$ cat src/sv/ecd_pkg.sv
// shared constants, codes and types for the elevator call dispatcher
package ecd_pkg;

  // building size and cabin start floor
  localparam int FLOORS = 16;
  localparam int START  = 0;
  localparam int IDX_W  = (FLOORS > 2) ? $clog2(FLOORS) : 1;

  localparam logic [IDX_W-1:0] CABIN_RST =
    (START < FLOORS) ? IDX_W'(START) : IDX_W'(FLOORS - 1);
  localparam logic [IDX_W-1:0] TOP_FLOOR = IDX_W'(FLOORS - 1);

  // wait marks
  localparam logic [1:0] MARK_NONE = 2'd0;
  localparam logic [1:0] MARK_UP   = 2'd1;
  localparam logic [1:0] MARK_DOWN = 2'd2;
  localparam logic [1:0] MARK_BOTH = 2'd3;

  // controller modes
  localparam logic [1:0] MODE_IDLE    = 2'd0;
  localparam logic [1:0] MODE_FOUND   = 2'd1;
  localparam logic [1:0] MODE_MOVING  = 2'd2;
  localparam logic [1:0] MODE_REACHED = 2'd3;

  // commands
  localparam logic [2:0] CMD_NONE = 3'd0;
  localparam logic [2:0] CMD_OPEN = 3'd1;
  localparam logic [2:0] CMD_PREP = 3'd2;
  localparam logic [2:0] CMD_CONT = 3'd3;
  localparam logic [2:0] CMD_STOP = 3'd4;

  // event codes
  localparam logic [1:0] OP_HALL  = 2'd0;
  localparam logic [1:0] OP_CABIN = 2'd1;
  localparam logic [1:0] OP_TICK  = 2'd2;
  localparam logic [1:0] OP_READY = 2'd3;

  // two-bit signed directions
  localparam logic [1:0] DIR_IDLE = 2'b00;
  localparam logic [1:0] DIR_UP   = 2'b01;
  localparam logic [1:0] DIR_DOWN = 2'b11;

  // per-cell mark updates
  localparam logic [1:0] CW_MERGE  = 2'd0;
  localparam logic [1:0] CW_CLEAR  = 2'd1;
  localparam logic [1:0] CW_ARRIVE = 2'd2;

  typedef struct packed {
    logic             en;
    logic [1:0]       op;
    logic [IDX_W-1:0] idx;
    logic [1:0]       mark;
  } cell_wr_t;

  typedef struct packed {
    logic [IDX_W-1:0] cabin;
    logic [1:0]       last_dir;
  } scan_ctx_t;

  typedef struct packed {
    logic             valid;
    logic             dir_found;
    logic [IDX_W-1:0] dir_floor;
    logic             near_found;
    logic [IDX_W-1:0] near_floor;
    logic [IDX_W-1:0] near_dist;
  } scan_pkt_t;

endpackage

$ cat src/sv/ecd_cell.sv
// one floor cell: holds the wait mark and folds it into the passing scan packet
module ecd_cell (
  input  logic              clk,
  input  logic              rst,
  input  logic [ecd_pkg::IDX_W-1:0] cell_idx,
  input  ecd_pkg::cell_wr_t  wr,
  input  ecd_pkg::scan_ctx_t ctx,
  input  ecd_pkg::scan_pkt_t pkt_in,
  output ecd_pkg::scan_pkt_t pkt_out
);
  import ecd_pkg::*;

  logic [1:0]       mark;
  logic [1:0]       mark_next;
  logic [IDX_W-1:0] reach;
  logic             above;
  logic             below;
  logic             dir_hit;
  scan_pkt_t        pkt_next;

  // mark update when this floor is addressed
  always_comb begin
    mark_next = mark;
    if (wr.en && wr.idx == cell_idx) begin
      case (wr.op)
        CW_MERGE: begin
          if (mark == MARK_NONE) begin
            mark_next = wr.mark;
          end else if (mark != wr.mark) begin
            mark_next = MARK_BOTH;
          end
        end
        CW_CLEAR:  mark_next = MARK_NONE;
        CW_ARRIVE: mark_next = (mark == MARK_BOTH) ? wr.mark : MARK_NONE;
        default:   mark_next = mark;
      endcase
    end
  end

  always_ff @(posedge clk) begin
    if (rst) begin
      mark <= MARK_NONE;
    end else begin
      mark <= mark_next;
    end
  end

  // distance to the cabin and side of the cabin
  assign above = cell_idx > ctx.cabin;
  assign below = cell_idx < ctx.cabin;
  assign reach = above ? (cell_idx - ctx.cabin) : (ctx.cabin - cell_idx);

  // directional match: first floor ahead going up, last floor below going down
  always_comb begin
    dir_hit = 1'b0;
    case (ctx.last_dir)
      DIR_UP:   dir_hit = above && (mark == MARK_UP || mark == MARK_BOTH)
                          && !pkt_in.dir_found;
      DIR_DOWN: dir_hit = below && (mark == MARK_DOWN || mark == MARK_BOTH);
      default:  dir_hit = 1'b0;
    endcase
  end

  // fold this floor into the packet
  always_comb begin
    pkt_next = pkt_in;
    if (dir_hit) begin
      pkt_next.dir_found = 1'b1;
      pkt_next.dir_floor = cell_idx;
    end
    if (mark != MARK_NONE && (!pkt_in.near_found || reach < pkt_in.near_dist)) begin
      pkt_next.near_found = 1'b1;
      pkt_next.near_floor = cell_idx;
      pkt_next.near_dist  = reach;
    end
  end

  always_ff @(posedge clk) begin
    if (rst) begin
      pkt_out.valid <= 1'b0;
    end else begin
      pkt_out <= pkt_next;
    end
  end

endmodule

$ cat src/sv/ecd_chain.sv
// row of floor cells; the scan packet walks one floor per cycle
module ecd_chain (
  input  logic               clk,
  input  logic               rst,
  input  ecd_pkg::cell_wr_t  wr,
  input  ecd_pkg::scan_ctx_t ctx,
  input  logic               launch,
  output ecd_pkg::scan_pkt_t result
);
  import ecd_pkg::*;

  scan_pkt_t launch_pkt;
  scan_pkt_t links [FLOORS];

  // empty packet entering floor 0
  always_comb begin
    launch_pkt       = '0;
    launch_pkt.valid = launch;
  end

  for (genvar g = 0; g < FLOORS; g++) begin : g_cell
    if (g == 0) begin : g_first
      ecd_cell u_cell (
        .clk      (clk),
        .rst      (rst),
        .cell_idx (IDX_W'(g)),
        .wr       (wr),
        .ctx      (ctx),
        .pkt_in   (launch_pkt),
        .pkt_out  (links[g])
      );
    end else begin : g_rest
      ecd_cell u_cell (
        .clk      (clk),
        .rst      (rst),
        .cell_idx (IDX_W'(g)),
        .wr       (wr),
        .ctx      (ctx),
        .pkt_in   (links[g-1]),
        .pkt_out  (links[g])
      );
    end
  end

  assign result = links[FLOORS-1];

endmodule

$ cat src/sv/elevator_call_dispatch_fsm_top.sv
// elevator call dispatcher: event sequencer over a row of floor cells
// path of an event: input capture in idle, apply, a scan of the cell row when a goal search runs,
//   finish, then the output register
// throughput: one event at a time; a search walks the cell row one floor per cycle
// the next event is taken while a finished result still waits at the output
// reset (rst, synchronous): all marks none, cabin at START clamped, no goal, mode idle
module elevator_call_dispatch_fsm_top (
  input  logic              clk,
  input  logic              rst,
  input  logic              in_valid,
  output logic              in_ready,
  input  logic [1:0]        op,
  input  logic [3:0]        floor,
  input  logic              call_dir,
  output logic              out_valid,
  input  logic              out_ready,
  output logic [2:0]        command,
  output logic [3:0]        current_floor,
  output logic [3:0]        target_floor,
  output logic              target_valid,
  output logic [1:0]        fsm_state,
  output logic signed [1:0] heading
);
  import ecd_pkg::*;

  localparam logic [1:0] ST_IDLE  = 2'd0;
  localparam logic [1:0] ST_APPLY = 2'd1;
  localparam logic [1:0] ST_SCAN  = 2'd2;
  localparam logic [1:0] ST_FIN   = 2'd3;

  logic [1:0]       state, state_next;
  logic [1:0]       op_q;
  logic [3:0]       floor_q;
  logic             dir_q;
  logic [IDX_W-1:0] cabin, cabin_next;
  logic [IDX_W-1:0] goal, goal_next;
  logic             goal_ok, goal_ok_next;
  logic [1:0]       mode, mode_next;
  logic [1:0]       travel, travel_next;
  logic [1:0]       last_dir, last_dir_next;
  logic [2:0]       cmd, cmd_next;
  logic             is_rest, is_rest_next;
  logic             scan_go, scan_go_next;
  logic             out_free;

  cell_wr_t         wr;
  scan_ctx_t        ctx;
  scan_pkt_t        result;

  logic             floor_ok;
  logic [IDX_W-1:0] f_idx;
  logic [1:0]       call_mark;
  logic             at_rest;
  logic [IDX_W-1:0] step_floor;
  logic             t_found;
  logic [IDX_W-1:0] t_floor;

  ecd_chain u_chain (
    .clk    (clk),
    .rst    (rst),
    .wr     (wr),
    .ctx    (ctx),
    .launch (scan_go),
    .result (result)
  );

  assign ctx.cabin    = cabin;
  assign ctx.last_dir = last_dir;

  assign in_ready = (state == ST_IDLE);
  assign out_free = !out_valid || out_ready;

  // decoded event fields
  assign floor_ok = (32'(floor_q) < FLOORS);
  assign f_idx    = IDX_W'(floor_q);
  assign at_rest  = (mode == MODE_IDLE) || (mode == MODE_REACHED);

  always_comb begin
    if (op_q == OP_HALL) begin
      call_mark = dir_q ? MARK_DOWN : MARK_UP;
    end else if (f_idx > cabin) begin
      call_mark = MARK_UP;
    end else if (f_idx < cabin) begin
      call_mark = MARK_DOWN;
    end else begin
      call_mark = MARK_NONE;
    end
  end

  // next cabin floor on a tick, held at the ends
  always_comb begin
    case (travel)
      DIR_UP:   step_floor = (cabin == TOP_FLOOR) ? cabin : cabin + 1'b1;
      DIR_DOWN: step_floor = (cabin == '0) ? cabin : cabin - 1'b1;
      default:  step_floor = cabin;
    endcase
  end

  // search result from the end of the row
  assign t_found = result.dir_found || result.near_found;
  assign t_floor = result.dir_found ? result.dir_floor : result.near_floor;

  // event sequencer
  always_comb begin
    state_next    = state;
    cabin_next    = cabin;
    goal_next     = goal;
    goal_ok_next  = goal_ok;
    mode_next     = mode;
    travel_next   = travel;
    last_dir_next = last_dir;
    cmd_next      = cmd;
    is_rest_next  = is_rest;
    scan_go_next  = 1'b0;
    wr            = '0;

    case (state)
      ST_IDLE: begin
        if (in_valid) begin
          state_next = ST_APPLY;
        end
      end

      ST_APPLY: begin
        state_next = ST_FIN;
        cmd_next   = CMD_NONE;
        case (op_q)
          OP_HALL, OP_CABIN: begin
            if (floor_ok) begin
              wr.en  = 1'b1;
              wr.idx = f_idx;
              if (at_rest && f_idx == cabin) begin
                // call at the cabin floor opens the doors
                wr.op    = CW_CLEAR;
                cmd_next = CMD_OPEN;
              end else begin
                wr.op   = CW_MERGE;
                wr.mark = call_mark;
                if (mode == MODE_FOUND) begin
                  cmd_next = CMD_PREP;
                end else if (at_rest) begin
                  is_rest_next = 1'b1;
                  scan_go_next = 1'b1;
                  state_next   = ST_SCAN;
                end else begin
                  last_dir_next = travel;
                  is_rest_next  = 1'b0;
                  scan_go_next  = 1'b1;
                  state_next    = ST_SCAN;
                end
              end
            end
          end
          OP_TICK: begin
            if (mode == MODE_FOUND || mode == MODE_MOVING) begin
              mode_next  = MODE_MOVING;
              cabin_next = step_floor;
              if (goal_ok && step_floor == goal) begin
                mode_next = MODE_REACHED;
                wr.en     = 1'b1;
                wr.op     = CW_ARRIVE;
                wr.idx    = step_floor;
                wr.mark   = (travel == DIR_UP) ? MARK_DOWN : MARK_UP;
                cmd_next  = CMD_STOP;
              end else begin
                cmd_next = CMD_CONT;
              end
            end
          end
          default: begin
            if (at_rest) begin
              is_rest_next = 1'b1;
              scan_go_next = 1'b1;
              state_next   = ST_SCAN;
            end
          end
        endcase
      end

      ST_SCAN: begin
        if (result.valid) begin
          state_next = ST_FIN;
          cmd_next   = CMD_NONE;
          if (is_rest) begin
            if (t_found) begin
              goal_next     = t_floor;
              goal_ok_next  = 1'b1;
              last_dir_next = travel;
              mode_next     = MODE_FOUND;
              cmd_next      = CMD_PREP;
              if (t_floor > cabin) begin
                travel_next = DIR_UP;
              end else if (t_floor < cabin) begin
                travel_next = DIR_DOWN;
              end else begin
                travel_next = DIR_IDLE;
              end
            end else begin
              mode_next = MODE_IDLE;
            end
          end else if (t_found && !(goal_ok && t_floor == goal) && t_floor != cabin) begin
            // retarget while moving
            goal_next    = t_floor;
            goal_ok_next = 1'b1;
          end
        end
      end

      default: begin
        if (out_free) begin
          state_next = ST_IDLE;
        end
      end
    endcase
  end

  // control registers
  always_ff @(posedge clk) begin
    if (rst) begin
      state    <= ST_IDLE;
      cabin    <= CABIN_RST;
      goal     <= '0;
      goal_ok  <= 1'b0;
      mode     <= MODE_IDLE;
      travel   <= DIR_IDLE;
      last_dir <= DIR_IDLE;
      cmd      <= CMD_NONE;
      is_rest  <= 1'b0;
      scan_go  <= 1'b0;
    end else begin
      state    <= state_next;
      cabin    <= cabin_next;
      goal     <= goal_next;
      goal_ok  <= goal_ok_next;
      mode     <= mode_next;
      travel   <= travel_next;
      last_dir <= last_dir_next;
      cmd      <= cmd_next;
      is_rest  <= is_rest_next;
      scan_go  <= scan_go_next;
    end
  end

  // input beat capture
  always_ff @(posedge clk) begin
    if (in_valid && in_ready) begin
      op_q    <= op;
      floor_q <= floor;
      dir_q   <= call_dir;
    end
  end

  // output register
  always_ff @(posedge clk) begin
    if (rst) begin
      out_valid <= 1'b0;
    end else if (state == ST_FIN && out_free) begin
      out_valid <= 1'b1;
    end else if (out_ready) begin
      out_valid <= 1'b0;
    end
  end

  always_ff @(posedge clk) begin
    if (state == ST_FIN && out_free) begin
      command       <= cmd;
      current_floor <= 4'(cabin);
      target_floor  <= goal_ok ? 4'(goal) : 4'd0;
      target_valid  <= goal_ok;
      fsm_state     <= mode;
      heading       <= travel;
    end
  end

endmodule

$ cat config.mk
export PLATFORM = sky130hd
export DESIGN_NAME = elevator_call_dispatch_fsm_top
export DESIGN_NICKNAME = d
export VERILOG_FILES = /design/src/sv/ecd_pkg.sv /design/src/sv/ecd_cell.sv /design/src/sv/ecd_chain.sv /design/src/sv/elevator_call_dispatch_fsm_top.sv
export SDC_FILE = /design/constraint.sdc
export NUM_CORES = 1
export LEC_CHECK = 0
export BUFFER_PORTS_ARGS = -buffer_cell sky130_fd_sc_hd__buf_2
export CORE_MARGIN = 2
export CORE_UTILIZATION = 30
export CTS_CLUSTER_SIZE = 12
export DETAILED_ROUTE_END_ITERATION = 12
export PLACE_DENSITY = 0.49
export SLEW_MARGIN = 20
export SYNTH_ARGS = -nofsm -noshare
export SYNTH_HDL_FRONTEND = slang
export SYNTH_SLANG_ARGS = --single-unit
$ cat constraint.sdc
create_clock -name clk -period 8.7 [get_ports clk]
set_input_delay 0 -clock clk [delete_from_list [all_inputs] [get_ports clk]]
set_output_delay 0 -clock clk [all_outputs]
set_load 0.005 [all_outputs]
; ---- Yosys cells after proc, flatten, opt, wreduce, memory -nomap -nowiden
; Index checks and enable logic that the tools add are counted.
; Widths: inputs -> output; s select.
[word_totals]
register_bits = 314
out_inout_bits = 18
wordCells = 758
inputBits = 11
[classes]
muxes = 177
n_eq_ne = 127
magnitude_cmp = 51
bitwise = 2
add_sub_neg = 32
n_reduce_logical = 238
[op_table]
columns = op, count
row1 = $mux 2, 74
row2 = $mux 4, 36
row3 = $pmux 2 s3, 17
row4 = $logic_and 1x1->1, 85
row5 = $eq 2x2->1 const B, 40
row6 = $lt 4x4->1, 17
row7 = $reduce_and 3->1, 18
row8 = $logic_or 1x1->1, 51
row9 = $ne 3x3->1 const B, 16
row10 = $eq 2x1->1 const B, 22
row11 = $logic_not 2->1, 20
row12 = $reduce_bool 2->1, 20
row13 = $pmux 1 s2, 19
row14 = $eq 4x4->1 const B, 9
row15 = $mux 9, 4
row16 = $gt 4x4->1 const A, 8
row17 = $logic_not 1->1, 32
row18 = $lt 4x4->1 const A, 8
row19 = $ne 2x2->1, 16
row20 = $sub 4x4->4 const A, 8
row21 = $sub 4x4->4 const B, 8
row22 = $ne 2x2->1 const B, 9
row23 = $pmux 9 s2, 1
row24 = $mux 1, 17
row25 = 34 further kinds, 72

; ---- Logic depth before layout (Yosys ltp)
; Gate-level depths: netlist of run 1.
[logic_depth]
word_depth = 13
depth_mapped = 20
ltp_nobuf = 16

; ---- Modules after synthesis
; A second synthesis of run 1 with hierarchy kept.
[unflattened]
hier_cells = 2094
hier_area_um2 = 22353.9
[by_module_without_submodules]
columns = mod, area_each_um2, seq_area_each_um2, n_inst, cells_per_inst
row1 = ecd_cell (u_chain.g_cell[13].g_rest.u_cell ...), 1237.4, 480.5, 9, 113
row2 = ecd_cell (u_chain.g_cell[0].g_first.u_cell ...), 1233.7, 480.5, 6, 116
row3 = elevator_call_dispatch_fsm_top, 2570.0, 1151.1, 1, 262
row4 = ecd_cell (u_chain.g_cell[9].g_rest.u_cell), 1237.4, 480.5, 1, 117
row5 = ecd_chain, 7.5, 0.0, 1, 2

; ---- Worst setup path before layout of run 1
; OpenSTA, ideal clock, no wires.
[synth_timing]
kind = in2reg
startpoint = input rst
endpoint = register u_chain.g_cell[1].g_rest.u_cell.mark[0]
arrival_ns = 6.325
setup_ns = 0.087
n_path_buf = 1
path_slack_ns = 2.288
stages = 3
required_ns = 8.613
path_cell_list = inv_1 > clkbuf_1 > o221a_2
[synth_lines]
columns = item, line
row1 = "start, declared", elevator_call_dispatch_fsm_top.sv:9  ; input logic rst,
row2 = "end signal, assigned", ecd_cell.sv:44  ; mark <= mark_next;
row3 = "end, declared", ecd_cell.sv:13  ; logic [1:0] mark;
; No word-level cell between the ends.

; ---- Final worst setup path of run 1
[layout_timing]
startpoint = register cabin[1]
endpoint = register u_chain.g_cell[4].g_rest.u_cell.mark[1]
[layout_via]
elab_chain_cells = 12
word_cells_on_any_way = 34
classes_between = add/sub (2) / order compare (2) / eq/ne (8) / mux (15) / reduce/logical (7)
[layout_lines]
columns = item, line
row1 = "start, declared", elevator_call_dispatch_fsm_top.sv:35  ; logic [IDX_W-1:0] cabin, cabin_next;
row2 = "start signal, assigned", elevator_call_dispatch_fsm_top.sv:232  ; cabin <= cabin_next;
row3 = $sub 4x1->4 (tied with other cells), elevator_call_dispatch_fsm_top.sv:94  ; DIR_DOWN: step_floor = (cabin == '0) ? cabin : cabin - 1'b1;
row4 = $mux 4 (on tied branches), "elevator_call_dispatch_fsm_top.sv:94, elevator_call_dispatch_fsm_top.sv:93"
row5 = $pmux 4 s2, elevator_call_dispatch_fsm_top.sv:92  ; case (travel)
row6 = $eq 4x4->1, elevator_call_dispatch_fsm_top.sv:158  ; if (goal_ok && step_floor == goal) begin
row7 = $logic_and 1x1->1, elevator_call_dispatch_fsm_top.sv:158
row8 = $mux 9, elevator_call_dispatch_fsm_top.sv:158
row9 = $mux 9, elevator_call_dispatch_fsm_top.sv:155  ; if (mode == MODE_FOUND || mode == MODE_MOVING) begin
row10 = $pmux 9 s2 *, elevator_call_dispatch_fsm_top.sv:127  ; case (op_q)
row11 = $mux 9 *, elevator_call_dispatch_fsm_top.sv:117  ; case (state)
row12 = $ne 2x2->1 (tied with other cells), ecd_cell.sv:29  ; end else if (mark != wr.mark) begin
row13 = $ne 3x3->1 (no source line) (tied with other cells), n/a
row14 = $reduce_and 3->1 (no source line), n/a
row15 = "end signal, assigned", ecd_cell.sv:44
row16 = "end, declared", ecd_cell.sv:13
; Mark *: on every way between the ends. The rest lies on a longest branch, timed or not.
; A chain may end at the register's enable or synchronous reset.

==> run summary, run 1 <==
I/O Buffers: 28
Mapped Nets: 1560
Max Cap Violations: 0
Final Instance Area: 0.0174 mm2
PwrDens: 201 mW/mm2
Bufs and invs on worst path: 2
Synth unique cells: 90
HP Class: in -> reg
I/O pin cnt: 29
Leakage: 6.57 nW
Max_slew headroom: 0.303
Setup CP Type: reg -> reg
Worst-margin pin slew: 1.04 ns
Post-synthesis compound-gate area fraction: 0.152
Xor and xnor area share after synthesis: 0.0227
Crit share post-route: 0.764
Ant diodes: 0
Bufs on Longest Clock Path: 3
Worst skew pair latency: 0.54 ns
Fin Setup TNS: 0 ns
Arrival time worst endpoint: 7.11 ns
Worst Setup Start Kind: register
Die area: 0.0532 mm2
Sink Count: 284
Starting Density: 0.302
Status: completed
Initial antenna violation count: 0
Die width: 231 um
Num CTS Buffers: 35
Largest family of logic cells by synthesized area: simple AND/OR/NAND/NOR gates
Synthesized flop and latch total: 284
Via count: 11200
Crit-path slowest cell: dfxtp_1
Fin crit period: 6.65 ns
FP Rows: 83
Post-Synth Adder-Cell Area: 0.0617
Post-CTS Setup Inserts: 0
Fin. Hold Viols: 0
Power Total: 3.50 mW
GRT Total Usage: 0.156
Synth warn: 0
Vias/cell: 5.11
Critical Path RT: 9.16 ns
Vias in the first global route: 10800
# resized after CTS: 0
First-pass GRT wire length: 64.0 mm
Die Height: 231 um
Largest net degree at the start of global routing: 135
CTS tree: built
Final Non-Filler Cells: 2188
Initial DRC count: 898
CP peak stage delay: 0.85 ns
Post-layout nets: 1571
Ys async rst share: 0
Unrepaired setup endpoints after global routing: no
Worst Setup Slack post-DPL: 2.10 ns
Reg clk slew, reported paths: 0.06 ns
Fin worst setup slack: 2.05 ns
Syn avg cell area: 10.5 um2
DP Area: 0.0162 mm2
Worst-path maximum fanout: 41
Routed WL: 41.2 mm
Worst VDD drop: 0.107 mV
Gr ovfl total: 0
Post-synthesis sequential area ratio: 0.508
Final-report setup violation count: 0
Routed Antenna Nets: 0
CP Capture Type: register
1st-pass router iterations: 5
Top Family by Delay on Critical Path: simple AND/OR/NAND/NOR gates
Dpl cells: 2118
Fraction of synthesized area in multiplexers: 0.0364
Layout cell share with drive strength beyond 1: 0.121
Most used DFF post-synth: edfxtp_1
Wirelength per Cell: 18.8 um
Root Buffer: clkbuf_16
Clock skew: 0.0210 ns
Post-Syn Instances: 1473
Area grow syn2layout: 12.8%
DP HPWL: 28.9 mm
Synth Cell Area: 0.0154 mm2
Simple-Gate Fraction of Synth Area: 0.174
H-tree level count: 2
# DRC: 0
CP cell instances: inv_1 -> ha_1 -> nor3_1 -> a211oi_4 -> xnor2_1 -> and2_1 -> nand3_1 -> ha_1 -> buf_4 -> or2_2 -> o21ai_0 -> a31oi_1 -> nand4_1 -> or4b_1 -> a31oi_1
Pins Over Slew Limit: 0
Core area: 0.0510 mm2
EDFF count, synth: 213
Final Wtd Congestion: 0.860
Achievable Freq: 150 MHz
[cell usage after synthesis (8+ instances only)]
master | count | area share
ha_1 | 76 | 0.062
nor2b_1 | 42 | 0.017
a21o_1 | 19 | 0.0093
and2_1 | 40 | 0.016
o31ai_1 | 8 | 0.0039
o21ai_0 | 79 | 0.026
mux2_2 | 32 | 0.023
a311oi_1 | 8 | 0.0046
or2_2 | 24 | 0.0097
o22ai_1 | 10 | 0.0041
clkbuf_1 | 56 | 0.014
or3_1 | 19 | 0.0077
a32o_1 | 9 | 0.0059
nor2_1 | 108 | 0.026
a221oi_1 | 10 | 0.0057
a21oi_1 | 97 | 0.032
o21ai_1 | 9 | 0.0029
nand3_1 | 22 | 0.0072
mux2i_1 | 20 | 0.013
edfxtp_1 | 213 | 0.42
and3_1 | 16 | 0.0065
a211oi_1 | 12 | 0.0059
a31oi_1 | 10 | 0.0041
nand2_1 | 90 | 0.022
buf_2 | 8 | 0.0026
nand2b_1 | 64 | 0.026
nand4_1 | 10 | 0.0041
nor3_1 | 25 | 0.0081
xnor2_1 | 33 | 0.019
inv_1 | 97 | 0.024
dfxtp_1 | 71 | 0.092
[worst paths after layout]
path / startpoint / to / slack, ns / cells past startpoint
setup reg to reg: cabin[1]$_SDFFE_PP0P_ / u_chain.g_cell[4].g_rest.u_cell.mark[1]$_SDFFE_PP0P_ / 2.05 / 15
setup / recovery: cabin[1]$_SDFFE_PP0P_ / u_chain.g_cell[4].g_rest.u_cell.mark[1]$_SDFFE_PP0P_ / 2.05 / 15
hold / removal: rst / u_chain.g_cell[1].g_rest.u_cell.pkt_out[1]$_DFFE_PN_ / 0.15 / 2
hold reg to reg: u_chain.g_cell[0].g_first.u_cell.pkt_out[14]$_SDFF_PP0_ / u_chain.g_cell[1].g_rest.u_cell.pkt_out[14]$_SDFF_PP0_ / 0.44 / 1
[stage by stage]
| step | hold WS [ns] | utilization |
|---|---|---|
| global placement | 0.179 | 0.317 |
| global route | 0.164 | 0.341 |
| detailed placement | 0.183 | 0.317 |
| CTS | 0.150 | 0.341 |
| floorplan | 0.0989 | - |
| finish | 0.154 | 0.341 |
[state kept, by name (all words and copies together), names as in the netlist, 3 cells and up]
name,flops
cabin,4
cmd,3
command,3
current_floor,4
f_idx,4
goal,4
target_floor,4
u_chain.g_cell.g_first.u_cell.pkt_out,7
u_chain.g_cell.g_rest.u_cell.mark,30
u_chain.g_cell.g_rest.u_cell.pkt_out,199
[layout make-up]
cell class | instances | area [um2]
clock buffer | 46 | 1020
clock inverter | 15 | 98.8
fill | 5144 | 33600
inverter | 100 | 383
multi-input combinational | 1013 | 6880
sequential | 284 | 7820
tap | 680 | 851
timing repair buffer | 50 | 328
[layer usage]
layer / GRT usage / vias to the layer above / part of all wire
met2: 0.263 / 285 / 0.48
met5: 0 / - / 0
met1: 0.203 / 5455 / 0.44
li1: - / 5376 / -
met3: 0.0272 / 74 / 0.050
met4: 0.0518 / 0 / 0.031
[what timing repair did]
action,CTS,global route
hold buffers,9,0
endpoints found under the setup margin,0,0
endpoints found under the hold margin,15,0
[cells by family (layout without fill, tap and decap cells)]
group / Yosys count / in the layout
AND/OR/NAND/NOR: 498 / 498
AO/OA/AOI/OAI: 347 / 347
flip-flops: 284 / 284
buffers and inverters: 176 / 211
adder cells (fa/ha/maj): 76 / 76
multiplexers: 52 / 52
XOR/XNOR: 40 / 40
[worst register-to-register path: cells and delay by family, from the launching register on]
family	cells	cell delay (ns)
DFF	1	0.85
and+or+nand+nor	6	2.05
buffers and inverters	2	0.97
AOI/OAI and AO/OA	4	0.83
xor gates and xnor gates	1	0.80
adders and majority gates	2	1.05
[report_power, final]
group	total (mW)	switching, mW	leakage, nW	internal (mW)
sequential	1.61	0.0506	2.67	1.56
combinational	0.466	0.298	3.34	0.168
clock	1.42	0.568	0.558	0.856
total	3.50	0.917	6.57	2.58
[placed cells by master (no fill, tap or decap), types with 11 or more instances in the layout]
cell,n
a211oi_1,12
a21o_1,19
a21oi_1,97
and2_1,40
and3_1,16
buf_2,28
buf_4,13
clkbuf_16,40
dfxtp_1,71
edfxtp_1,213
ha_1,76
inv_1,96
mux2_2,32
mux2i_1,20
nand2_1,90
nand2b_1,64
nand3_1,22
nor2_1,108
nor2b_1,42
nor3_1,25
o21ai_0,77
o21ai_1,11
or2_2,24
or3_1,19
xnor2_1,33
Note: power is estimated with default switching activity, not from simulation.
==> run 2, diff against run 1 <==
--- a/config.mk
+++ b/config.mk
@@ -10,7 +10,7 @@
 export CORE_UTILIZATION = 30
 export CTS_CLUSTER_SIZE = 12
 export DETAILED_ROUTE_END_ITERATION = 12
-export PLACE_DENSITY = 0.49
+export PLACE_DENSITY = 0.51
 export SLEW_MARGIN = 20
 export SYNTH_ARGS = -nofsm -noshare
 export SYNTH_HDL_FRONTEND = slang
==> constraint.sdc (replaced) <==
create_clock -name clk -period 5.89 [get_ports clk]
set_input_delay 0 -clock clk [delete_from_list [all_inputs] [get_ports clk]]
set_output_delay 0 -clock clk [all_outputs]
set_load 0.005 [all_outputs]
==> run 2 against run 1 <==
  * Largest cell class unchanged
  * Flip-flop and latch count is the same
  * Sequential power increased by 48%
  * Clock power grew 46%
==> run summary, run 2 (synthesized netlist as in run 1, its figures left out) <==
Worst skew pair latency: 0.55 ns (about the same)
Max FFs per register: 199 (unchanged)
Worst Setup Start Kind: register
1st-pass router iterations: 7 (+2)
PwrDens: 295 mW/mm2 (+46%)
Num CTS Buffers: 35 (unchanged)
Area of the multi-input gates: 0.00688 mm2 (unchanged)
Final core utilization: 0.341 (+0.000687)
FP Rows: 83 (unchanged)
GRT Total Usage: 0.153 (-0.00305)
Fin crit period: 4.87 ns (-1.78 ns)
Most frequent cells in the layout: 213 x edfxtp_1, 108 x nor2_1, 97 x a21oi_1
Fin. Hold Viols: 0 (unchanged)
DP Area: 0.0162 mm2 (+0.33%)
Largest registers: u_chain.g_cell.g_rest.u_cell.pkt_out x199, u_chain.g_cell.g_rest.u_cell.mark x30, u_chain.g_cell.g_first.u_cell.pkt_out x7
Arrival time worst endpoint: 5.34 ns (-1.77 ns)
Max Cap Violations: 0 (unchanged)
Status: completed
Initial antenna violation count: 0 (unchanged)
Sink Count: 284 (unchanged)
Routed WL: 40.7 mm (-1.2%)
Reg clk slew, reported paths: 0.06 ns (about the same)
# DRC: 0 (unchanged)
Final Wtd Congestion: 0.860 (unchanged)
Achievable Freq: 205 MHz (+36%)
Largest net degree at the start of global routing: 87 (-36%)
Vias in the first global route: 10700 (-1.2%)
Register area: 0.00782 mm2 (unchanged)
Die Height: 231 um (unchanged)
Initial DRC count: 945 (+5.2%)
CP cell instances: inv_2 -> ha_1 -> nand2_1 -> and3_4 -> a211oi_4 -> xnor2_1 -> buf_4 -> and2_1 -> nand3_1 -> ha_1 -> or2_2 -> o21ai_0 -> a31oi_1 -> nand4_1 -> or4b_1 -> a31oi_1
Fin Setup TNS: 0 ns (unchanged)
Gr ovfl total: 0 (unchanged)
Via count: 11200 (+0.39%)
Ant diodes: 0 (unchanged)
CP Capture Type: register
First-pass GRT wire length: 62.8 mm (-1.7%)
Worst VDD drop: 0.159 mV (+49%)
Max_slew headroom: 0.317 (+0.0136)
Bufs on Longest Clock Path: 3 (unchanged)
Top Family by Delay on Critical Path: simple AND/OR/NAND/NOR gates
Core area: 0.0510 mm2 (unchanged)
Pins Over Slew Limit: 0 (unchanged)
Final-report setup violation count: 0 (unchanged)
Crit-path slowest cell: or4b_1
Die width: 231 um (unchanged)
Bufs and invs on worst path: 2 (unchanged)
Final Instance Area: 0.0174 mm2 (+0.20%)
Worst-margin pin slew: 1.02 ns (-0.0153 ns)
# resized after CTS: 0 (unchanged)
Critical Path RT: 6.36 ns (-2.80 ns)
Commonest non-fill, non-tap cell in the layout: edfxtp_1
Worst-path maximum fanout: 16 (-61%)
Crit share post-route: 0.827 (+0.0629)
Biggest register: u_chain.g_cell.g_rest.u_cell.pkt_out
Routed Antenna Nets: 0 (unchanged)
H-tree level count: 2 (unchanged)
Vias/cell: 5.11 (about the same)
Final Non-Filler Cells: 2197 (+0.41%)
Post-layout nets: 1578 (+0.45%)
CP peak stage delay: 0.58 ns (-0.27 ns)
Die area: 0.0532 mm2 (unchanged)
Layout fillers: 5050 (-1.8%)
Dpl cells: 2125 (+0.33%)
Clock skew: 0.0163 ns (-0.00471 ns)
I/O Buffers: 28 (unchanged)
I/O pin cnt: 29 (unchanged)
Starting Density: 0.302 (unchanged)
Unrepaired setup endpoints after global routing: no
Leakage: 6.58 nW (+0.14%)
HP Class: in -> reg
Wirelength per Cell: 18.5 um (-1.6%)
Area grow syn2layout: 13.1%
Setup CP Type: reg -> reg
Layout cell share with drive strength beyond 1: 0.121 (+0.000602)
Root Buffer: clkbuf_16
DP HPWL: 28.4 mm (-1.7%)
CTS tree: built
## run 2: cell count changes in the layout (fill, tap and decap cells not counted)
cell       before  now
buf_4          13   20
bufinv_16       1    2
clkbuf_1        6   10
clkbuf_16      40   36
clkbuf_8        0    2
clkinv_1        3    6
clkinv_2       10    3
clkinv_4        0    1
clkinv_8        0    1
inv_6           0    1
o21ai_0        77   76
o21ai_1        11   12
## run 2: layout make-up
class | count | share of cell area
repair buffers | 57 | 0.0218
clock inverters | 15 | 0.00798
well taps | 680 | 0.0489
inverters | 100 | 0.0220
multi-input cells | 1013 | 0.395
flip-flops and latches | 284 | 0.449
clock buffers | 48 | 0.0555
## run 2: timing repair
action	4_1_cts	5_1_grt
endpoints found under the hold margin	15	0
hold buffers	9	0
setup buffers	0	0
## run 2: report_power, final
part           leakage (nW)  total, mW  switching, mW  internal, mW
Combinational          3.37      0.679          0.433         0.246
Clock                 0.535       2.08          0.841          1.24
Sequential             2.67       2.38         0.0747          2.30
## run 2: routing by layer
metal	wire, um	global-route usage
met4	1410	0.0615
met1	18000	0.199
met3	2020	0.0294
met5	0	0
met2	19200	0.251
## run 2: stage by stage
step / hold WS (ns) / total power [mW] / worst slack, ns
global placement: 0.180 / 3.08 / 1.30
CTS: 0.0679 / 5.20 / 1.10
global route: 0.0969 / 5.36 / 0.665
detailed placement: 0.181 / 3.09 / 1.15
finish: 0.0189 / 5.14 / 1.02
floorplan: 0.0989 / 2.89 / 1.46
## run 2: worst reg2reg max path, stage by stage, from the launching register on
cell and delay [ns]:
dfxtp_1 0.31, inv_2 0.29, ha_1 0.57, nand2_1 0.23, and3_4 0.24, a211oi_4 0.35, xnor2_1 0.16, buf_4 0.21
and2_1 0.19, nand3_1 0.18, ha_1 0.39, or2_2 0.17, o21ai_0 0.09, a31oi_1 0.41, nand4_1 0.30, or4b_1 0.58
a31oi_1 0.13
## run 2: worst paths after layout
check	start	to	slack (ns)	cells past startpoint
max reg2reg	cabin[2]$_SDFFE_PP0P_	u_chain.g_cell[4].g_rest.u_cell.mark[1]$_SDFFE_PP0P_	1.02	16
max	cabin[2]$_SDFFE_PP0P_	u_chain.g_cell[4].g_rest.u_cell.mark[1]$_SDFFE_PP0P_	1.02	16
min	rst	u_chain.g_cell[12].g_rest.u_cell.mark[0]$_SDFFE_PP0P_	0.02	4
min reg2reg	u_chain.g_cell[3].g_rest.u_cell.pkt_out[14]$_SDFF_PP0_	u_chain.g_cell[4].g_rest.u_cell.pkt_out[14]$_SDFF_PP0_	0.44	1
==> run 3, diff against run 2 <==
--- a/config.mk
+++ b/config.mk
@@ -5,6 +5,7 @@
 export SDC_FILE = /design/constraint.sdc
 export NUM_CORES = 1
 export LEC_CHECK = 0
+export ABC_AREA = 1
 export BUFFER_PORTS_ARGS = -buffer_cell sky130_fd_sc_hd__buf_2
 export CORE_MARGIN = 2
 export CORE_UTILIZATION = 30
==> constraint.sdc (replaced) <==
create_clock -name clk -period 4.1 [get_ports clk]
set_input_delay 0 -clock clk [delete_from_list [all_inputs] [get_ports clk]]
set_output_delay 0 -clock clk [all_outputs]
set_load 0.005 [all_outputs]
==> run 3 against run 2 <==
  * Wire length down 2.3%
  * Area after synthesis up 0.15%
  * Sequential power up 45%
  * Sequential share of layout area down 0.31 points
  * Clock power up 36%
  * Cell count up 16%
  * Combinational power rose to 2.5 times the previous value
  * Worst setup slack worse by 0.60 ns
  * Flip-flop and latch count unchanged
  * Register-to-register slack worse by 0.60 ns
  * Clock skew up 0.00060 ns
  * Critical path type unchanged
  * Largest power group unchanged
==> run summary, run 3 <==
Core area: 0.0511 mm2 (+0.20%)
Routed Antenna Nets: 0 (unchanged)
Worst-path maximum fanout: 10 (-6)
Commonest non-fill, non-tap cell in the layout: nand2_1
Synthesized flop and latch total: 284 (unchanged)
Die width: 231 um (about the same)
Arrival time worst endpoint: 3.90 ns (-1.44 ns)
Status: completed
Sink Count: 284 (unchanged)
Pins Over Slew Limit: 0 (unchanged)
Vias/cell: 4.73 (-7.5%)
Post-synthesis sequential area ratio: 0.507 (-0.000782)
Worst VDD drop: 0.204 mV (+28%)
Bufs on Longest Clock Path: 3 (unchanged)
GRT Total Usage: 0.151 (-0.00260)
Post-Syn Instances: 1811 (+23%)
Cell taking the most area after synthesis: edfxtp_1
Ant diodes: 0 (unchanged)
I/O Buffers: 28 (unchanged)
# DRC: 0 (unchanged)
# resized after CTS: 0 (unchanged)
Reg clk slew, reported paths: 0.06 ns (about the same)
Clock skew: 0.0169 ns (+0.000597 ns)
Fin crit period: 3.68 ns (-1.19 ns)
Worst Setup Start Kind: register
H-tree level count: 2 (unchanged)
Most frequent cell after synthesis: nand2_1
Bufs and invs on worst path: 4 (+2)
Top Family by Delay on Critical Path: compound AO/OA/AOI/OAI gates
Syn avg cell area: 8.52 um2 (-19%)
Routed WL: 39.8 mm (-2.3%)
CTS tree: built
CP cell instances: inv_2 -> ha_1 -> inv_1 -> nor2_1 -> inv_1 -> a21oi_1 -> inv_1 -> o21ai_0 -> ha_1 -> nand2_1 -> o21ai_0 -> a21oi_1 -> o21ai_0
Synth warn: 0 (unchanged)
Fin. Hold Viols: 0 (unchanged)
CP Capture Type: register
CP peak stage delay: 0.63 ns (+0.05 ns)
Vias in the first global route: 11600 (+8.2%)
Worst-margin pin slew: 0.857 ns (-0.164 ns)
Starting Density: 0.302 (about the same)
FP Rows: 83 (unchanged)
Layout cell share with drive strength beyond 1: 0.122 (+0.000646)
Setup CP Type: reg -> reg
Achievable Freq: 271 MHz (+32%)
Ys async rst share: 0 (unchanged)
Mapped Nets: 1898 (+22%)
Synth unique cells: 40 (-56%)
DP HPWL: 28.4 mm (-0.12%)
Root Buffer: clkbuf_16
Synth top area share: 0.415 (-0.000640)
EDFF count, synth: 213 (unchanged)
Synth Cell Area: 0.0154 mm2 (+0.15%)
Largest registers: u_chain.g_cell.g_rest.u_cell.pkt_out x199, u_chain.g_cell.g_rest.u_cell.mark x30, u_chain.g_cell.g_first.u_cell.pkt_out x7
Dpl cells: 2492 (+17%)
Final Non-Filler Cells: 2558 (+16%)
Via count: 12100 (+7.7%)
Fin Setup TNS: 0 ns (unchanged)
Critical Path RT: 4.32 ns (-2.04 ns)
Final Wtd Congestion: 0.872 (+1.4%)
Final-report setup violation count: 0 (unchanged)
Crit-path slowest cell: a21oi_1
Post-layout nets: 1945 (+23%)
Leakage: 7.58 nW (+15%)
Most frequent cells in the layout: 360 x nand2_1, 291 x inv_1, 213 x edfxtp_1
Power Total: 8.00 mW (+56%)
Worst skew pair latency: 0.53 ns (-0.02 ns)
Wirelength per Cell: 15.6 um (-16%)
Unrepaired setup endpoints after global routing: no
Num CTS Buffers: 34 (-2.9%)
HP Class: in -> reg
Biggest register: u_chain.g_cell.g_rest.u_cell.pkt_out
Area grow syn2layout: 13.7%
Initial antenna violation count: 0 (unchanged)
Max_slew headroom: 0.427 (+0.110)
1st-pass router iterations: 5 (-2)
Gr ovfl total: 0 (unchanged)
PwrDens: 456 mW/mm2 (+55%)
Largest net degree at the start of global routing: 109 (+25%)
Max Cap Violations: 0 (unchanged)
Initial DRC count: 923 (-2.3%)
Crit share post-route: 0.898 (+0.0716)
Die Height: 231 um (about the same)
Max FFs per register: 199 (unchanged)
Die area: 0.0532 mm2 (+0.15%)
I/O pin cnt: 29 (unchanged)
Ranking of synthesized cells by area: edfxtp_1 41%, dfxtp_1 9.2%, nand2_1 8.8%, inv_1 7.1%, ha_1 6.2%
First-pass GRT wire length: 62.4 mm (-0.65%)
Synth top cells by count: 360 x nand2_1, 292 x inv_1, 213 x edfxtp_1, 185 x nor2_1, 128 x a21oi_1
Most used DFF post-synth: edfxtp_1
==> run 3: cell count changes after synthesis, moves of 29 or more <==
cell,delta
nand2b_1,-64
nor2_1,+77
mux2_2,-32
nand2_1,+270
o21ai_0,+29
and2_1,-38
nand3_1,+67
or2_2,+40
a21oi_1,+31
inv_1,+195
nor2b_1,-42
xnor2_1,-33
==> run 3: report_power, final <==
group	total (mW)	switching, mW	internal [mW]
Sequential	3.46	0.104	3.36
Clock	2.83	1.15	1.67
Combinational	1.71	1.16	0.548
Total	8.00	2.42	5.58
==> run 3: layout make-up <==
type                       count  area, um2
tap                          680        851
fill                        5283      33600
multi-input combinational   1170       6220
timing repair buffer          67        483
sequential                   284       7820
inverter                     301       1140
clock inverter                12       88.8
clock buffer                  44        941
==> run 3: metal layers <==
metal	vias to the layer above	track usage	part of all wire
met3	55	0.0308	0.058
met5	-	0	0
met2	298	0.260	0.48
met4	0	0.0462	0.024
met1	5687	0.189	0.43
li1	6055	-	-
==> run 3: through the flow <==
stage | utilization | instance area, um2 | hold slack (ns) | worst slack [ns]
after floorplan | - | 15400 | 0.0989 | 0.249
after global placement | 0.321 | 16400 | 0.183 | 0.588
after detailed placement | 0.321 | 16400 | 0.179 | 0.485
after CTS | 0.343 | 17500 | 0.00350 | 0.470
after global routing | 0.343 | 17500 | 0.0269 | 0.127
final | 0.343 | 17500 | 0.0201 | 0.417
==> run 3: final timing paths <==
path,start,slack [ns],cells after the start,endpoint
setup / recovery,cabin[3]$_SDFFE_PP0P_,0.42,13,u_chain.g_cell[1].g_rest.u_cell.pkt_out[2]$_DFFE_PN_
hold / removal,in_valid,0.02,3,op_q[1]$_DFFE_PP_
setup reg to reg,cabin[3]$_SDFFE_PP0P_,0.42,13,u_chain.g_cell[1].g_rest.u_cell.pkt_out[2]$_DFFE_PN_
hold reg to reg,u_chain.g_cell[0].g_first.u_cell.pkt_out[14]$_SDFF_PP0_,0.40,2,u_chain.g_cell[1].g_rest.u_cell.pkt_out[14]$_SDFF_PP0_
==> run 3: cells by family after synthesis <==
family | Yosys count | share of synthesized area
flops | 284 | 0.507
buf+inv | 357 | 0.0900
fa+ha+maj | 76 | 0.0617
simple gates | 772 | 0.221
compound gates | 318 | 0.119
xor+xnor | 4 | 0.00227
==> run 3: worst min-delay path, stage by stage <==
cell and delay, ns:
buf_2 0.10, nand2_1 0.07, inv_1 0.17
==> run 3: timing repair <==
item	CTS	global route
endpoints found under the hold margin	29	0
hold buffers	10	0
buffers inserted	0	0
